<file path="src/hdl/fbcr_pkg.sv">
`timescale 1ns / 1ps
// ----------------------------------------------------------------------------
// fbcr_pkg: shared types and constants
// Register indexes, field widths and the result item layout for the
// framed base64 checksum receiver.
// ----------------------------------------------------------------------------
package fbcr_pkg;

  localparam int BYTE_W    = 8;
  localparam int CHAR_W    = 6;
  localparam int SUM_W     = 12;
  localparam int CFG_IDX_W = 2;

  localparam logic [CFG_IDX_W-1:0] CFG_START  = 2'd0;
  localparam logic [CFG_IDX_W-1:0] CFG_STOP   = 2'd1;
  localparam logic [CFG_IDX_W-1:0] CFG_OFFSET = 2'd2;

  localparam logic [BYTE_W-1:0] START_RST  = 8'd35;
  localparam logic [BYTE_W-1:0] STOP_RST   = 8'd13;
  localparam logic [BYTE_W-1:0] OFFSET_RST = 8'd61;

  // header_pos codes
  localparam logic [1:0] HDR_ADDR = 2'd0;
  localparam logic [1:0] HDR_CMD  = 2'd1;
  localparam logic [1:0] HDR_DONE = 2'd2;

  // lag_fill / group_fill limits
  localparam logic [1:0] LAG_FULL   = 2'd2;
  localparam logic [1:0] GROUP_LAST = 2'd3;

  typedef struct packed {
    logic              frame_end;
    logic [BYTE_W-1:0] data_first;
    logic [BYTE_W-1:0] data_second;
    logic [BYTE_W-1:0] data_third;
    logic [BYTE_W-1:0] frame_address;
    logic [BYTE_W-1:0] frame_command;
    logic              check_ok;
  } result_t;

  // sign-extend a line byte into the checksum width
  function automatic logic [SUM_W-1:0] sext_byte(input logic [BYTE_W-1:0] b);
    sext_byte = {{(SUM_W-BYTE_W){b[BYTE_W-1]}}, b};
  endfunction

endpackage

</file>
<file path="src/hdl/framed_base64_checksum_receiver.sv">
`timescale 1ns / 1ps
// ----------------------------------------------------------------------------
// framed_base64_checksum_receiver
// Frame parser for offset base64 payloads with a 12-bit additive checksum.
// ----------------------------------------------------------------------------
// Each result item is registered into head, or into skid while head is held.
// One byte per cycle unless in_stall; frame state updates in a single pass.
// A two-entry output buffer (head + skid) lets input run while out is stalled;
// in_stall rises only when both entries hold results.
// Reset (rst_n low, synchronous): config back to defaults, idle, buffer empty.
module framed_base64_checksum_receiver (
  input  logic       clk,
  input  logic       rst_n,
  // config
  input  logic       cfg_we,
  input  logic [1:0] cfg_index,
  input  logic [7:0] cfg_wdata,
  // input channel
  input  logic       in_valid,
  output logic       in_stall,
  input  logic [7:0] in_rx_byte,
  // result channel
  output logic       out_valid,
  input  logic       out_stall,
  output logic       out_frame_end,
  output logic [7:0] out_data_first,
  output logic [7:0] out_data_second,
  output logic [7:0] out_data_third,
  output logic [7:0] out_frame_address,
  output logic [7:0] out_frame_command,
  output logic       out_check_ok
);

  logic [7:0] start_char_r, stop_char_r, offset_char_r;

  logic       in_frame_r,   in_frame_nxt;
  logic [1:0] header_pos_r, header_pos_nxt;
  logic [7:0] address_r,    address_nxt;
  logic [7:0] command_r,    command_nxt;
  logic [7:0] lag0_r,       lag0_nxt;
  logic [7:0] lag1_r,       lag1_nxt;
  logic [1:0] lag_fill_r,   lag_fill_nxt;
  logic [11:0] sum_r,       sum_nxt;
  logic [5:0] grp0_r,       grp0_nxt;
  logic [5:0] grp1_r,       grp1_nxt;
  logic [5:0] grp2_r,       grp2_nxt;
  logic [1:0] grp_fill_r,   grp_fill_nxt;

  fbcr_pkg::result_t res, head_r, skid_r;
  logic              res_valid;
  logic              head_valid_r, skid_valid_r;

  logic       accept, pop, push;
  logic [7:0] b, oldest, hi_exp, lo_exp, ch_byte;
  logic [5:0] ch;

  assign b      = in_rx_byte;
  assign accept = in_valid && !in_stall;
  assign pop    = head_valid_r && !out_stall;
  assign push   = accept && res_valid;

  assign in_stall = skid_valid_r;

  // config writes
  always_ff @(posedge clk) begin
    if (!rst_n) begin
      start_char_r  <= fbcr_pkg::START_RST;
      stop_char_r   <= fbcr_pkg::STOP_RST;
      offset_char_r <= fbcr_pkg::OFFSET_RST;
    end else if (cfg_we) begin
      unique case (cfg_index)
        fbcr_pkg::CFG_START:  start_char_r  <= cfg_wdata;
        fbcr_pkg::CFG_STOP:   stop_char_r   <= cfg_wdata;
        fbcr_pkg::CFG_OFFSET: offset_char_r <= cfg_wdata;
        default: ;
      endcase
    end
  end

  assign oldest  = lag0_r;
  assign ch_byte = oldest - offset_char_r;
  assign ch      = ch_byte[5:0];
  assign hi_exp  = offset_char_r + {2'b00, sum_r[11:6]};
  assign lo_exp  = offset_char_r + {2'b00, sum_r[5:0]};

  // per-byte frame update
  always_comb begin
    in_frame_nxt   = in_frame_r;
    header_pos_nxt = header_pos_r;
    address_nxt    = address_r;
    command_nxt    = command_r;
    lag0_nxt       = lag0_r;
    lag1_nxt       = lag1_r;
    lag_fill_nxt   = lag_fill_r;
    sum_nxt        = sum_r;
    grp0_nxt       = grp0_r;
    grp1_nxt       = grp1_r;
    grp2_nxt       = grp2_r;
    grp_fill_nxt   = grp_fill_r;
    res            = '0;
    res_valid      = 1'b0;

    if (!in_frame_r) begin
      if (b == start_char_r) begin
        in_frame_nxt   = 1'b1;
        header_pos_nxt = fbcr_pkg::HDR_ADDR;
        address_nxt    = '0;
        command_nxt    = '0;
        lag_fill_nxt   = '0;
        grp_fill_nxt   = '0;
        sum_nxt        = fbcr_pkg::sext_byte(b);
      end
    end else if (b == stop_char_r) begin
      // stop closes the frame even if it equals start
      res_valid         = 1'b1;
      res.frame_end     = 1'b1;
      res.frame_address = address_r;
      res.frame_command = command_r;
      res.check_ok      = (header_pos_r == fbcr_pkg::HDR_DONE) &&
                          (lag_fill_r == fbcr_pkg::LAG_FULL) &&
                          (lag0_r == hi_exp) && (lag1_r == lo_exp);
      in_frame_nxt   = 1'b0;
      header_pos_nxt = fbcr_pkg::HDR_ADDR;
      address_nxt    = '0;
      command_nxt    = '0;
      lag_fill_nxt   = '0;
      grp_fill_nxt   = '0;
      sum_nxt        = '0;
    end else if (header_pos_r == fbcr_pkg::HDR_ADDR) begin
      address_nxt    = b;
      header_pos_nxt = fbcr_pkg::HDR_CMD;
      sum_nxt        = sum_r + fbcr_pkg::sext_byte(b);
    end else if (header_pos_r == fbcr_pkg::HDR_CMD) begin
      command_nxt    = b;
      header_pos_nxt = fbcr_pkg::HDR_DONE;
      sum_nxt        = sum_r + fbcr_pkg::sext_byte(b);
    end else if (lag_fill_r != fbcr_pkg::LAG_FULL) begin
      if (lag_fill_r[0]) lag1_nxt = b;
      else               lag0_nxt = b;
      lag_fill_nxt = lag_fill_r + 2'd1;
    end else begin
      // the byte leaving the lag is known to be payload
      lag0_nxt = lag1_r;
      lag1_nxt = b;
      sum_nxt  = sum_r + fbcr_pkg::sext_byte(oldest);
      unique case (grp_fill_r)
        2'd0: grp0_nxt = ch;
        2'd1: grp1_nxt = ch;
        2'd2: grp2_nxt = ch;
        default: begin
          res_valid       = 1'b1;
          res.data_first  = {grp0_r, grp1_r[5:4]};
          res.data_second = {grp1_r[3:0], grp2_r[5:2]};
          res.data_third  = {grp2_r[1:0], ch};
        end
      endcase
      grp_fill_nxt = grp_fill_r + 2'd1;  // wraps to 0 after a full group
    end
  end

  always_ff @(posedge clk) begin
    if (!rst_n) begin
      in_frame_r   <= 1'b0;
      header_pos_r <= fbcr_pkg::HDR_ADDR;
      address_r    <= '0;
      command_r    <= '0;
      lag_fill_r   <= '0;
      sum_r        <= '0;
      grp_fill_r   <= '0;
    end else if (accept) begin
      in_frame_r   <= in_frame_nxt;
      header_pos_r <= header_pos_nxt;
      address_r    <= address_nxt;
      command_r    <= command_nxt;
      lag_fill_r   <= lag_fill_nxt;
      sum_r        <= sum_nxt;
      grp_fill_r   <= grp_fill_nxt;
    end
  end

  always_ff @(posedge clk) begin
    if (accept) begin
      lag0_r <= lag0_nxt;
      lag1_r <= lag1_nxt;
      grp0_r <= grp0_nxt;
      grp1_r <= grp1_nxt;
      grp2_r <= grp2_nxt;
    end
  end

  // output head register plus skid entry
  always_ff @(posedge clk) begin
    if (!rst_n) begin
      head_valid_r <= 1'b0;
      skid_valid_r <= 1'b0;
    end else if (pop || !head_valid_r) begin
      if (skid_valid_r) begin
        head_valid_r <= 1'b1;
        skid_valid_r <= 1'b0;
      end else begin
        head_valid_r <= push;
      end
    end else if (push) begin
      skid_valid_r <= 1'b1;
    end
  end

  always_ff @(posedge clk) begin
    if (pop || !head_valid_r) begin
      if (skid_valid_r) head_r <= skid_r;
      else              head_r <= res;
    end else if (push) begin
      skid_r <= res;
    end
  end

  assign out_valid         = head_valid_r;
  assign out_frame_end     = head_r.frame_end;
  assign out_data_first    = head_r.data_first;
  assign out_data_second   = head_r.data_second;
  assign out_data_third    = head_r.data_third;
  assign out_frame_address = head_r.frame_address;
  assign out_frame_command = head_r.frame_command;
  assign out_check_ok      = head_r.check_ok;

  // skid only fills behind a held head
  a_skid_behind_head: assert property (@(posedge clk) disable iff (!rst_n)
    skid_valid_r |-> head_valid_r)
    else $error("skid entry valid with empty head");

  a_lag_bound: assert property (@(posedge clk) disable iff (!rst_n)
    lag_fill_r != 2'd3)
    else $error("lag fill out of range");

  a_idle_clean: assert property (@(posedge clk) disable iff (!rst_n)
    !in_frame_r |-> (header_pos_r == fbcr_pkg::HDR_ADDR) && (lag_fill_r == '0) &&
                    (grp_fill_r == '0))
    else $error("frame counters not cleared while idle");

  a_lag_after_header: assert property (@(posedge clk) disable iff (!rst_n)
    (lag_fill_r != '0) |-> (header_pos_r == fbcr_pkg::HDR_DONE))
    else $error("payload lag filled before header complete");

  a_status_no_data: assert property (@(posedge clk) disable iff (!rst_n)
    (head_valid_r && head_r.frame_end) |->
      (head_r.data_first == '0) && (head_r.data_second == '0) && (head_r.data_third == '0))
    else $error("status item carries data bytes");

endmodule

</file>
<file path="config.mk">
export PLATFORM = sky130hd
export DESIGN_NAME = framed_base64_checksum_receiver
export DESIGN_NICKNAME = d
export VERILOG_FILES = /design/src/hdl/fbcr_pkg.sv /design/src/hdl/framed_base64_checksum_receiver.sv
export SDC_FILE = /design/constraint.sdc
export NUM_CORES = 1
export LEC_CHECK = 0
export BUFFER_PORTS_ARGS = -buffer_cell sky130_fd_sc_hd__buf_2
export CORE_MARGIN = 3
export CORE_UTILIZATION = 30
export DETAILED_ROUTE_END_ITERATION = 12
export GPL_TIMING_DRIVEN = 0
export PLACE_DENSITY = 0.43
export RECOVER_POWER = 50
export SETUP_SLACK_MARGIN = 0.5
export SLEW_MARGIN = 25
export SYNTH_ARGS = -nofsm -noshare
export SYNTH_HDL_FRONTEND = slang
export SYNTH_SLANG_ARGS = --single-unit
</file>
<file path="constraint.sdc">
create_clock -name clk -period 8.9 [get_ports clk]
set_input_delay 2.67 -clock clk [delete_from_list [all_inputs] [get_ports clk]]
set_output_delay 2.67 -clock clk [all_outputs]
set_load 0.01 [all_outputs]
</file>
==> results of run 1 <==
logic make-up after synthesis:
logic type,count (synthesis)
multiplexers,66
adder cells (fa/ha/maj),50
flip-flops,179
AO/OA/AOI/OAI,144
XOR/XNOR,66
AND/OR/NAND/NOR,209
buffers and inverters,59
worst paths after layout:
| kind | endpoint | slack (ps) | cells past startpoint |
|---|---|---|---|
| worst max-delay path | skid_r[4]$_DFFE_PP_ | 3490 | 11 |
| worst min-delay path | start_char_r[1]$_SDFFE_PN1P_ | 500 | 2 |
| worst max register to register | skid_r[4]$_DFFE_PP_ | 5740 | 4 |
| worst min register to register | start_char_r[1]$_SDFFE_PN1P_ | 500 | 2 |
power by group:
part	total (mW)	switching, mW	internal [mW]
registers	0.887	0.00534	0.882
logic	0.0848	0.0520	0.0328
clock network	0.792	0.382	0.410
total	1.76	0.440	1.32
registers in the layout (all words and copies together) (netlist names), 2 cells and up:
| register | cells |
|---|---|
| stop_char_r | 8 |
| lag0_r | 8 |
| grp0_r | 6 |
| skid_r | 42 |
| lag1_r | 8 |
| sum_r | 12 |
| offset_char_r | 8 |
| out_data_second | 8 |
| out_frame_command | 8 |
| header_pos_r | 2 |
| out_data_first | 8 |
| lag_fill_r | 2 |
| out_data_third | 8 |
| grp_fill_r | 2 |
| command_r | 8 |
| grp2_r | 6 |
| out_frame_address | 8 |
| address_r | 8 |
| grp1_r | 6 |
| start_char_r | 8 |
placed cells by master, fill, tap and decap left out, drive strengths merged, types with 10 or more instances in the layout:
| cell | synthesis | routed |
|---|---|---|
| nor2b | 39 | 39 |
| xnor2 | 35 | 35 |
| nor2 | 25 | 25 |
| clkbuf | 18 | 98 |
| and2 | 43 | 43 |
| a21oi | 36 | 36 |
| a21o | 15 | 15 |
| buf | 14 | 21 |
| ha | 45 | 45 |
| a22oi | 20 | 20 |
| nand3 | 10 | 10 |
| o21ai | 20 | 20 |
| inv | 26 | 31 |
| edfxtp | 118 | 118 |
| xor2 | 31 | 31 |
| nand2 | 52 | 52 |
| mux2i | 22 | 22 |
| dfxtp | 61 | 61 |
| mux2 | 44 | 44 |
final cells by class:
class	instances	area [µm²]
Clock inverter	15	208
Inverter	26	97.6
Tap cell	390	488
Multi-Input combinational cell	535	4190
Clock buffer	17	425
Fill cell	3037	19500
Timing Repair Buffer	70	295
Sequential cell	179	4760
Buffer	33	156
Antenna cell	1	2.50
per-stage QoR:
stage / cells / cell area (µm²) / worst slack (ps) / setup TNS [ps] / total power [mW]
6_report: 1266 / 10600 / 3490 / 0 / 1.76
5_1_grt: 1265 / 10600 / 3300 / 0 / 1.83
4_1_cts: 1265 / 10800 / 4200 / 0 / 1.79
3_5_place_dp: 1233 / 10200 / 3740 / 0 / 0.995
3_3_place_gp: 1228 / 10100 / -836 / -34970 / 0.995
2_1_floorplan: 773 / 9310 / 1770 / 0 / 0.961
worst reg2reg max path, cell delays in order (launching register included):
cell and delay (ps):
dfxtp_1 370, nand2_1 1120, nor3_2 890, buf_4 300, buf_4 200
per-layer routing:
layer / wire length, µm / vias to the layer above / part of all wire (%) / GRT usage (%)
met4: 297 / 0 / 1.3 / 3.84
met1: 11600 / 2896 / 49 / 20.6
met2: 10800 / 134 / 46 / 22.9
met3: 914 / 26 / 3.9 / 2.39
met5: 0 / - / 0 / 0
li1: - / 2981 / - / -
==> flow_summary.json, run 1 <==
{
  "violations": "max-capacitance violations, max-slew violations",
  "synth-seq-cells": 179,
  "arrival_ps": 5560,
  "slew_headroom_pct": -31.6,
  "synth_cell_types": 74,
  "cp_data_required_time_ps": 9050,
  "synth_xor_area_share_pct": 6.37,
  "first_global_vias": 5988,
  "die_w_um": 182,
  "grt_max_degree": 46,
  "viasPerCell": 4.77,
  "portBuffers": 65,
  "initialDrtViolationCount": 343,
  "die_height_um": 182,
  "drive_gt1_share_pct": 14.5,
  "syn_area_um2": 9310,
  "io_pins": 67,
  "grt_overflow": 0,
  "worstMarginPinSlew_ps": 1970,
  "fin_util_pct": 35.3,
  "synth_area_leader_cell": "edfxtp_1",
  "drv_slew": 46,
  "syn_to_final_growth_pct": 14.1,
  "yosysSeqAreaShare_pct": 51.2,
  "antenna_found_initial": 2,
  "cts.sinks": 179,
  "postCtsSetupRepairBufs": 0,
  "ys.flop_type": "edfxtp_1",
  "synth_area_leaders": "edfxtp_1 (38%), dfxtp_1 (13%), ha_1 (6.1%), mux2_2 (5.2%), xnor2_1 (3.1%)",
  "path_common_cell": "clkbuf_1",
  "initial_core_util_pct": 30.9,
  "crit_family": "buffers and inverters",
  "htreeDepth": 4,
  "gp_congestion": 0.786,
  "final-hold-violation-count": 0,
  "holdWs_ps": 500,
  "clk_path_buf_depth": 2,
  "outcome": "complete, but fails checks",
  "wirelength_um": 23700,
  "grt_pass1_wl_um": 36700,
  "remaining_drc_errors": 0,
  "cts.clk_slew.worst_paths_ps": 80,
  "cp_max_fo": 9,
  "hp-start": "start_char_r[1]$_SDFFE_PN1P_",
  "wl_per_cell_um": 18.7,
  "power_leakage_nw": 4.06,
  "fp.coreArea_um2": 30100,
  "synth_compound_area_share_pct": 11.0,
  "cts_tree": "yes",
  "max_freq_ghz": 0.185,
  "cts_resized": 0,
  "rows": 63,
  "min_period_over_period_pct": 60.8,
  "insertion_delay_ps": 440,
  "synth_area_per_cell_um2": 12.0,
  "die-area_um2": 33200,
  "r2r-start": "out_valid$_SDFFE_PN0P_",
  "synth.most_common_cell": "edfxtp_1",
  "numCtsBuffers": 17,
  "synth_top_area_share_pct": 38.1,
  "ant_nets": 0,
  "max_stage_delay_ps": 620,
  "path_class": "in -> reg",
  "maxCapViolations": 1,
  "yosys_warnings": 0,
  "synthMuxAreaShare_pct": 7.69,
  "cp_slowest_cell": "clkbuf_1",
  "powerDensity_nw_per_um2": 166,
  "start_kind": "input port",
  "final_net_count": 935,
  "setup-violations-final": 0,
  "syn_nets": 846,
  "root_buffer": "clkbuf_16",
  "crit_start": "in_rx_byte[7]",
  "synth_top_family_by_area": "simple AND/OR/NAND/NOR gates",
  "routed-via-count": 6037,
  "hp-class": "reg -> reg",
  "synth-edff-count": 118,
  "grtUsageTotal_pct": 14.5,
  "synthAdderAreaFrac_pct": 7.13,
  "hold_buffers": 0,
  "max-vdd-ir-drop_uv": 127,
  "post-route-min-period_ps": 5410,
  "crit_chain": "clkbuf_1 > clkbuf_1 > xnor2_1 > nand4_1 > or2_0 > clkbuf_1 > nand2_1 > nand2_1 > nor3_2 > buf_4 > buf_4",
  "yosys.area_share.simple_pct": 13.3,
  "detail_route.first_pass.iterations": 5,
  "endpoint_kind": "register",
  "hpwl_um": 17800,
  "critPathBufInv": 5,
  "netlist_top_cells_count": "edfxtp_1 (118), dfxtp_1 (61), nand2_1 (51), ha_1 (45), mux2_2 (43)",
  "rsz0062_at_grt": "false",
  "async_flop_share_pct": 0,
  "synthCells": 773,
  "finalClockSkew_ps": 19.0
}
Note: power is estimated with default switching activity, not from simulation.
==> run 2, diff against run 1 <==
==> constraint.sdc (replaced) <==
create_clock -name clk -period 5.1 [get_ports clk]
set_input_delay 1.53 -clock clk [delete_from_list [all_inputs] [get_ports clk]]
set_output_delay 1.53 -clock clk [all_outputs]
set_load 0.01 [all_outputs]
==> run 2 against run 1 <==
  * The flow still finishes with violations (max-capacitance violations, max-slew violations)
  * Non-clock buffer count decreased by 2
  * Sequential share of layout area down 0.069 points
  * Flip-flop and latch count is the same
  * Largest cell class unchanged
  * Critical path depth rose by 1
  * Combinational power increased by 76%
  * Via count shrank 0.94%
  * Clock power is 69% higher
  * Clock skew is 1.4 ps lower
  * First-iteration DRC count fell by 24%
  * Core utilization is 0.054 points higher
  * Hold slack got worse by 0.76 ps
  * Clock-buffer cell count unchanged
==> flow_summary.json, run 2 (same netlist as run 1, synthesis figures left out) <==
{
  "grtUsageTotal_pct": 14.3,
  "clk_path_buf_depth": 2,
  "cp_max_fo": 15,
  "violations": "max-capacitance violations, max-slew violations",
  "largest-register": "skid_r",
  "endpoint_kind": "register",
  "detail_route.first_pass.iterations": 4,
  "drive_gt1_share_pct": 14.8,
  "root_buffer": "clkbuf_16",
  "final-hold-violation-count": 0,
  "wirelength_um": 23600,
  "die_w_um": 182,
  "multiInputGateArea_um2": 4200,
  "grt_use_met1_pct": 20.3,
  "cp_data_required_time_ps": 5230,
  "first_global_vias": 5811,
  "cts_resized": 0,
  "arrival_ps": 4360,
  "cts_tree": "yes",
  "viasPerCell": 4.73,
  "initial_core_util_pct": 30.9,
  "rsz0062_at_grt": "false",
  "register_area_um2": 4760,
  "max-vdd-ir-drop_uv": 206,
  "portBuffers": 65,
  "routed-via-count": 5980,
  "antenna_found_initial": 1,
  "mostFrequentLayoutCells": "edfxtp_1 (118), clkbuf_1 (77), dfxtp_1 (61)",
  "io_pins": 67,
  "grt_use_met2_pct": 22.7,
  "wl_per_cell_um": 18.7,
  "slew_headroom_pct": -35.0,
  "drv_slew": 46,
  "busiest_layer": "met2",
  "start_kind": "input port",
  "fp.coreArea_um2": 30100,
  "initialDrtViolationCount": 259,
  "worstMarginPinSlew_ps": 2020,
  "outcome": "complete, but fails checks",
  "hp-class": "reg -> reg",
  "finalNonFillerCells": 1263,
  "insertion_delay_ps": 440,
  "largest_register_ff_count": 42,
  "die_height_um": 182,
  "fillers": 3016,
  "cts.clk_slew.worst_paths_ps": 70,
  "powerDensity_nw_per_um2": 286,
  "max_freq_ghz": 0.236,
  "die-area_um2": 33200,
  "grt_overflow": 0,
  "post-route-min-period_ps": 4230,
  "syn_to_final_growth_pct": 14.3,
  "grt_pass1_wl_um": 36200,
  "numCtsBuffers": 17,
  "postCtsSetupRepairBufs": 0,
  "finalClockSkew_ps": 17.7,
  "rows": 63,
  "fin_util_pct": 35.3,
  "cts.sinks": 179,
  "final_net_count": 933,
  "remaining_drc_errors": 0,
  "min_period_over_period_pct": 83.0,
  "htreeDepth": 4,
  "hold_buffers": 0,
  "reg_top3": "skid_r x42, sum_r x12",
  "final_common_cell": "edfxtp_1",
  "antenna_cells": 0,
  "power_leakage_nw": 4.07,
  "hpwl_um": 17700,
  "ant_nets": 0,
  "path_class": "in -> reg",
  "maxCapViolations": 1,
  "use_met3_pct": 2.77,
  "setup-violations-final": 0,
  "grt_max_degree": 46,
  "dp_cells": 1231,
  "gp_congestion": 0.798
}
==> run 2: cell type report <==
type,instances,area share [%]
Buffer,33,1.67
Clock buffer,17,4.00
Clock inverter,15,1.72
Inverter,26,0.917
Multi-Input combinational cell,535,39.5
Sequential cell,179,44.8
Tap cell,390,4.59
Timing Repair Buffer,68,2.82
==> run 2: per-stage QoR <==
| step | setup slack, ps | total power, mW | TNS, ps | area (µm²) | hold slack, ps |
|---|---|---|---|---|---|
| 6_report | 867 | 3.04 | 0 | 10600 | 499 |
| 5_1_grt | 677 | 3.16 | 0 | 10600 | 527 |
| 4_1_cts | 1390 | 3.09 | 0 | 10800 | 498 |
| 3_5_place_dp | 932 | 1.74 | 0 | 10200 | 479 |
| 3_3_place_gp | -316 | 1.74 | -13130 | 10100 | 475 |
| 2_1_floorplan | 1020 | 1.68 | 0 | 9320 | 462 |
==> run 2: routing by layer <==
layer	vias up	routed length [µm]
met5	-	0
met4	0	361
met3	19	735
li1	2978	-
met2	102	10800
met1	2881	11800
==> run 2: final timing paths <==
| kind | start | cells past startpoint | endpoint | slack [ps] |
|---|---|---|---|---|
| worst max-delay path | in_rx_byte[7] | 12 | skid_r[31]$_DFFE_PP_ | 870 |
| worst min-delay path | start_char_r[1]$_SDFFE_PN1P_ | 2 | start_char_r[1]$_SDFFE_PN1P_ | 500 |
| worst max register to register | out_valid$_SDFFE_PN0P_ | 5 | skid_r[31]$_DFFE_PP_ | 1820 |
| worst min register to register | start_char_r[1]$_SDFFE_PN1P_ | 2 | start_char_r[1]$_SDFFE_PN1P_ | 500 |
==> run 2: power breakdown <==
group | leakage, nW | internal [mW] | switching [mW]
combinational | 2.16 | 0.0586 | 0.0902
sequential | 1.61 | 1.54 | 0.00964
clock | 0.295 | 0.669 | 0.675
==> run 2: worst max-delay path, stage by stage <==
cell	delay [ps]
clkbuf_1	240
clkbuf_1	610
xnor2_1	190
nand4_1	200
or2_0	280
buf_6	140
nand2_1	70
nand2_1	80
nor3_4	400
buf_8	230
buf_8	160
buf_6	190
==> run 3, diff against run 2 <==
--- a/config.mk
+++ b/config.mk
@@ -10,7 +10,7 @@
 export CORE_UTILIZATION = 30
 export DETAILED_ROUTE_END_ITERATION = 12
 export GPL_TIMING_DRIVEN = 0
-export PLACE_DENSITY = 0.43
+export PLACE_DENSITY = 0.45
 export RECOVER_POWER = 50
 export SETUP_SLACK_MARGIN = 0.5
 export SLEW_MARGIN = 25
==> constraint.sdc (replaced) <==
create_clock -name clk -period 3.5 [get_ports clk]
set_input_delay 1.05 -clock clk [delete_from_list [all_inputs] [get_ports clk]]
set_output_delay 1.05 -clock clk [all_outputs]
set_load 0.01 [all_outputs]
==> run 3 against run 2 <==
  * Largest cell class unchanged
  * Register-to-register slack lost 1200 ps
  * Non-clock buffer count grew 2
  * Critical path depth shrank 2
  * Sequential share of layout area shrank 0.49 points
  * Clock power grew 47%
  * Combinational power grew 48%
  * Largest power group unchanged
  * Clock skew shrank 3.1 ps
  * Total power grew 46%
  * Routed wire length shrank 1.6%
  * Final cell count grew 0.16%
  * Sequential power grew 46%
  * The run now ends clean
==> flow_summary.json, run 3 (same netlist as run 1, synthesis figures left out) <==
{
  "outcome": "completed",
  "fin_util_pct": 35.7,
  "finalNonFillerCells": 1265,
  "dp_cells": 1231,
  "power_leakage_nw": 4.13,
  "ant_nets": 0,
  "die_height_um": 182,
  "initialDrtViolationCount": 297,
  "endpoint_kind": "register",
  "min_period_over_period_pct": 88.4,
  "grt_overflow": 0,
  "initial_core_util_pct": 30.9,
  "largest_register_ff_count": 42,
  "max-vdd-ir-drop_uv": 280,
  "gp_congestion": 0.814,
  "max_stage_delay_ps": 470,
  "hold_depth": 2,
  "final-hold-violation-count": 0,
  "wl_met1_um": 11400,
  "cts.clk_slew.worst_paths_ps": 70,
  "register_area_um2": 4770,
  "finalClockSkew_ps": 14.6,
  "hp-class": "reg -> reg",
  "worstMarginPinSlew_ps": 727,
  "die_w_um": 182,
  "multiInputGateArea_um2": 4270,
  "antenna_cells": 0,
  "final_net_count": 935,
  "htreeDepth": 4,
  "cp_max_fo": 7,
  "reg_top3": "skid_r x42, sum_r x12",
  "path_class": "in -> reg",
  "reg2reg_slack_ps": 670,
  "grtUsageTotal_pct": 14.2,
  "viasPerCell": 4.74,
  "insertion_delay_ps": 440,
  "post-route-min-period_ps": 3090,
  "wirelength_um": 23300,
  "largest-register": "skid_r",
  "arrival_ps": 3440,
  "r2r.worst_path.cells": 8,
  "wl_per_cell_um": 18.4,
  "setup_slack_ps": 408,
  "crit_chain": "clkbuf_1 > inv_1 > fa_1 > nor2b_1 > o31a_1 > o21ai_0 > nor2b_1 > xnor2_1 > nand2_1 > a41oi_2",
  "remaining_drc_errors": 0,
  "dp_worst_setup_slack_ps": -84.9,
  "cp_data_required_time_ps": 3850,
  "crit_end": "sum_r[6]$_SDFFE_PN0P_",
  "grt_max_degree": 46,
  "fp.coreArea_um2": 30100,
  "maxCapViolations": 0,
  "setup-violations-final": 0,
  "first_global_vias": 6049,
  "portBuffers": 65,
  "detail_route.first_pass.iterations": 4,
  "r2r_end": "out_check_ok$_DFFE_PP_",
  "crit_start": "in_rx_byte[1]",
  "grt_pass1_wl_um": 36200,
  "cp_slowest_cell": "fa_1",
  "antenna_found_initial": 0,
  "route.met2.wl_um": 10400,
  "numCtsBuffers": 17,
  "drv_slew": 0,
  "holdWs_ps": 499,
  "hp-start": "stop_char_r[3]$_SDFFE_PN1P_",
  "mostFrequentLayoutCells": "edfxtp_1 (118), clkbuf_1 (75), dfxtp_1 (59)",
  "start_kind": "input port",
  "rsz0062_at_grt": "true",
  "cts_tree": "yes",
  "rows": 63,
  "path_common_cell": "nor2b_1",
  "root_buffer": "clkbuf_16",
  "syn_to_final_growth_pct": 15.6,
  "maxUsedRoutingLayer": "met4",
  "fillers": 3021,
  "max_freq_ghz": 0.323,
  "powerDensity_nw_per_um2": 413,
  "final_common_cell": "edfxtp_1",
  "r2r-start": "offset_char_r[1]$_SDFFE_PN0P_",
  "routed-via-count": 5994,
  "cts.sinks": 179,
  "die-area_um2": 33200,
  "drive_gt1_share_pct": 17.1,
  "hold_buffers": 0,
  "hpwl_um": 17400,
  "clk_path_buf_depth": 2,
  "slew_headroom_pct": 51.5,
  "wl_met3_um": 823,
  "io_pins": 67
}
==> run 3: cell count changes in the layout (fill, tap and decap cells not counted), sizes merged <==
cell and delta:
buf +4, clkbuf -2, clkinvlp +1, bufinv +1, clkinv -2
==> run 3: how the worst min path moves through the flow <==
stage | endpoint | slack, ps
finish | stop_char_r[3]$_SDFFE_PN1P_ | 500
global route | out_data_third[0]$_DFFE_PP_ | 530
CTS | start_char_r[1]$_SDFFE_PN1P_ | 500
detailed placement | start_char_r[1]$_SDFFE_PN1P_ | 480
global placement | start_char_r[5]$_SDFFE_PN1P_ | 480
floorplan | start_char_r[0]$_SDFFE_PN1P_ | 460
==> run 3: per-stage QoR <==
step,TNS (ps),power [mW],cell area [µm²]
floorplan,0,2.45,9350
global placement,-38470,2.53,10200
detailed placement,-1010,2.53,10200
CTS,0,4.51,10800
global route,0,4.61,10800
finish,0,4.45,10800
==> run 3: area by class of cell <==
cell class                      instances  share of cell area (%)
Sequential cell                       179                    44.3
Multi-Input combinational cell        535                    39.7
Tap cell                              390                    4.53
Clock buffer                           17                    3.95
Timing Repair Buffer                   70                    2.99
Buffer                                 33                    1.96
Clock inverter                         15                    1.65
Inverter                               26                   0.907
==> run 3: where the power goes <==
group	switching (mW)	internal [mW]	total, mW
clock network	0.939	1.03	1.97
registers	0.0143	2.24	2.26
logic	0.133	0.0885	0.221
==> run 3: per-layer routing <==
layer,vias up,global-route usage (%)
met1,2871,19.6
met4,0,5.39
li1,2986,-
met2,107,22.3
met5,-,0
met3,30,2.59
==> run 3: timing repair <==
| action | 4_1_cts | 5_1_grt |
|---|---|---|
| endpoints found under the setup margin | 14 | 9 |
| gates cloned | 0 | 0 |
| resized for setup | 1 | 5 |
| pin swaps | 1 | 0 |
| buffers inserted | 2 | 0 |
==> run 3: worst max-delay path: cells and delay by family <==
| kind | cells | cell delay, ps |
|---|---|---|
| simple gates | 3 | 500 |
| xor+xnor | 1 | 260 |
| buf+inv | 2 | 620 |
| compound gates | 3 | 550 |
| fa+ha+maj | 1 | 470 |
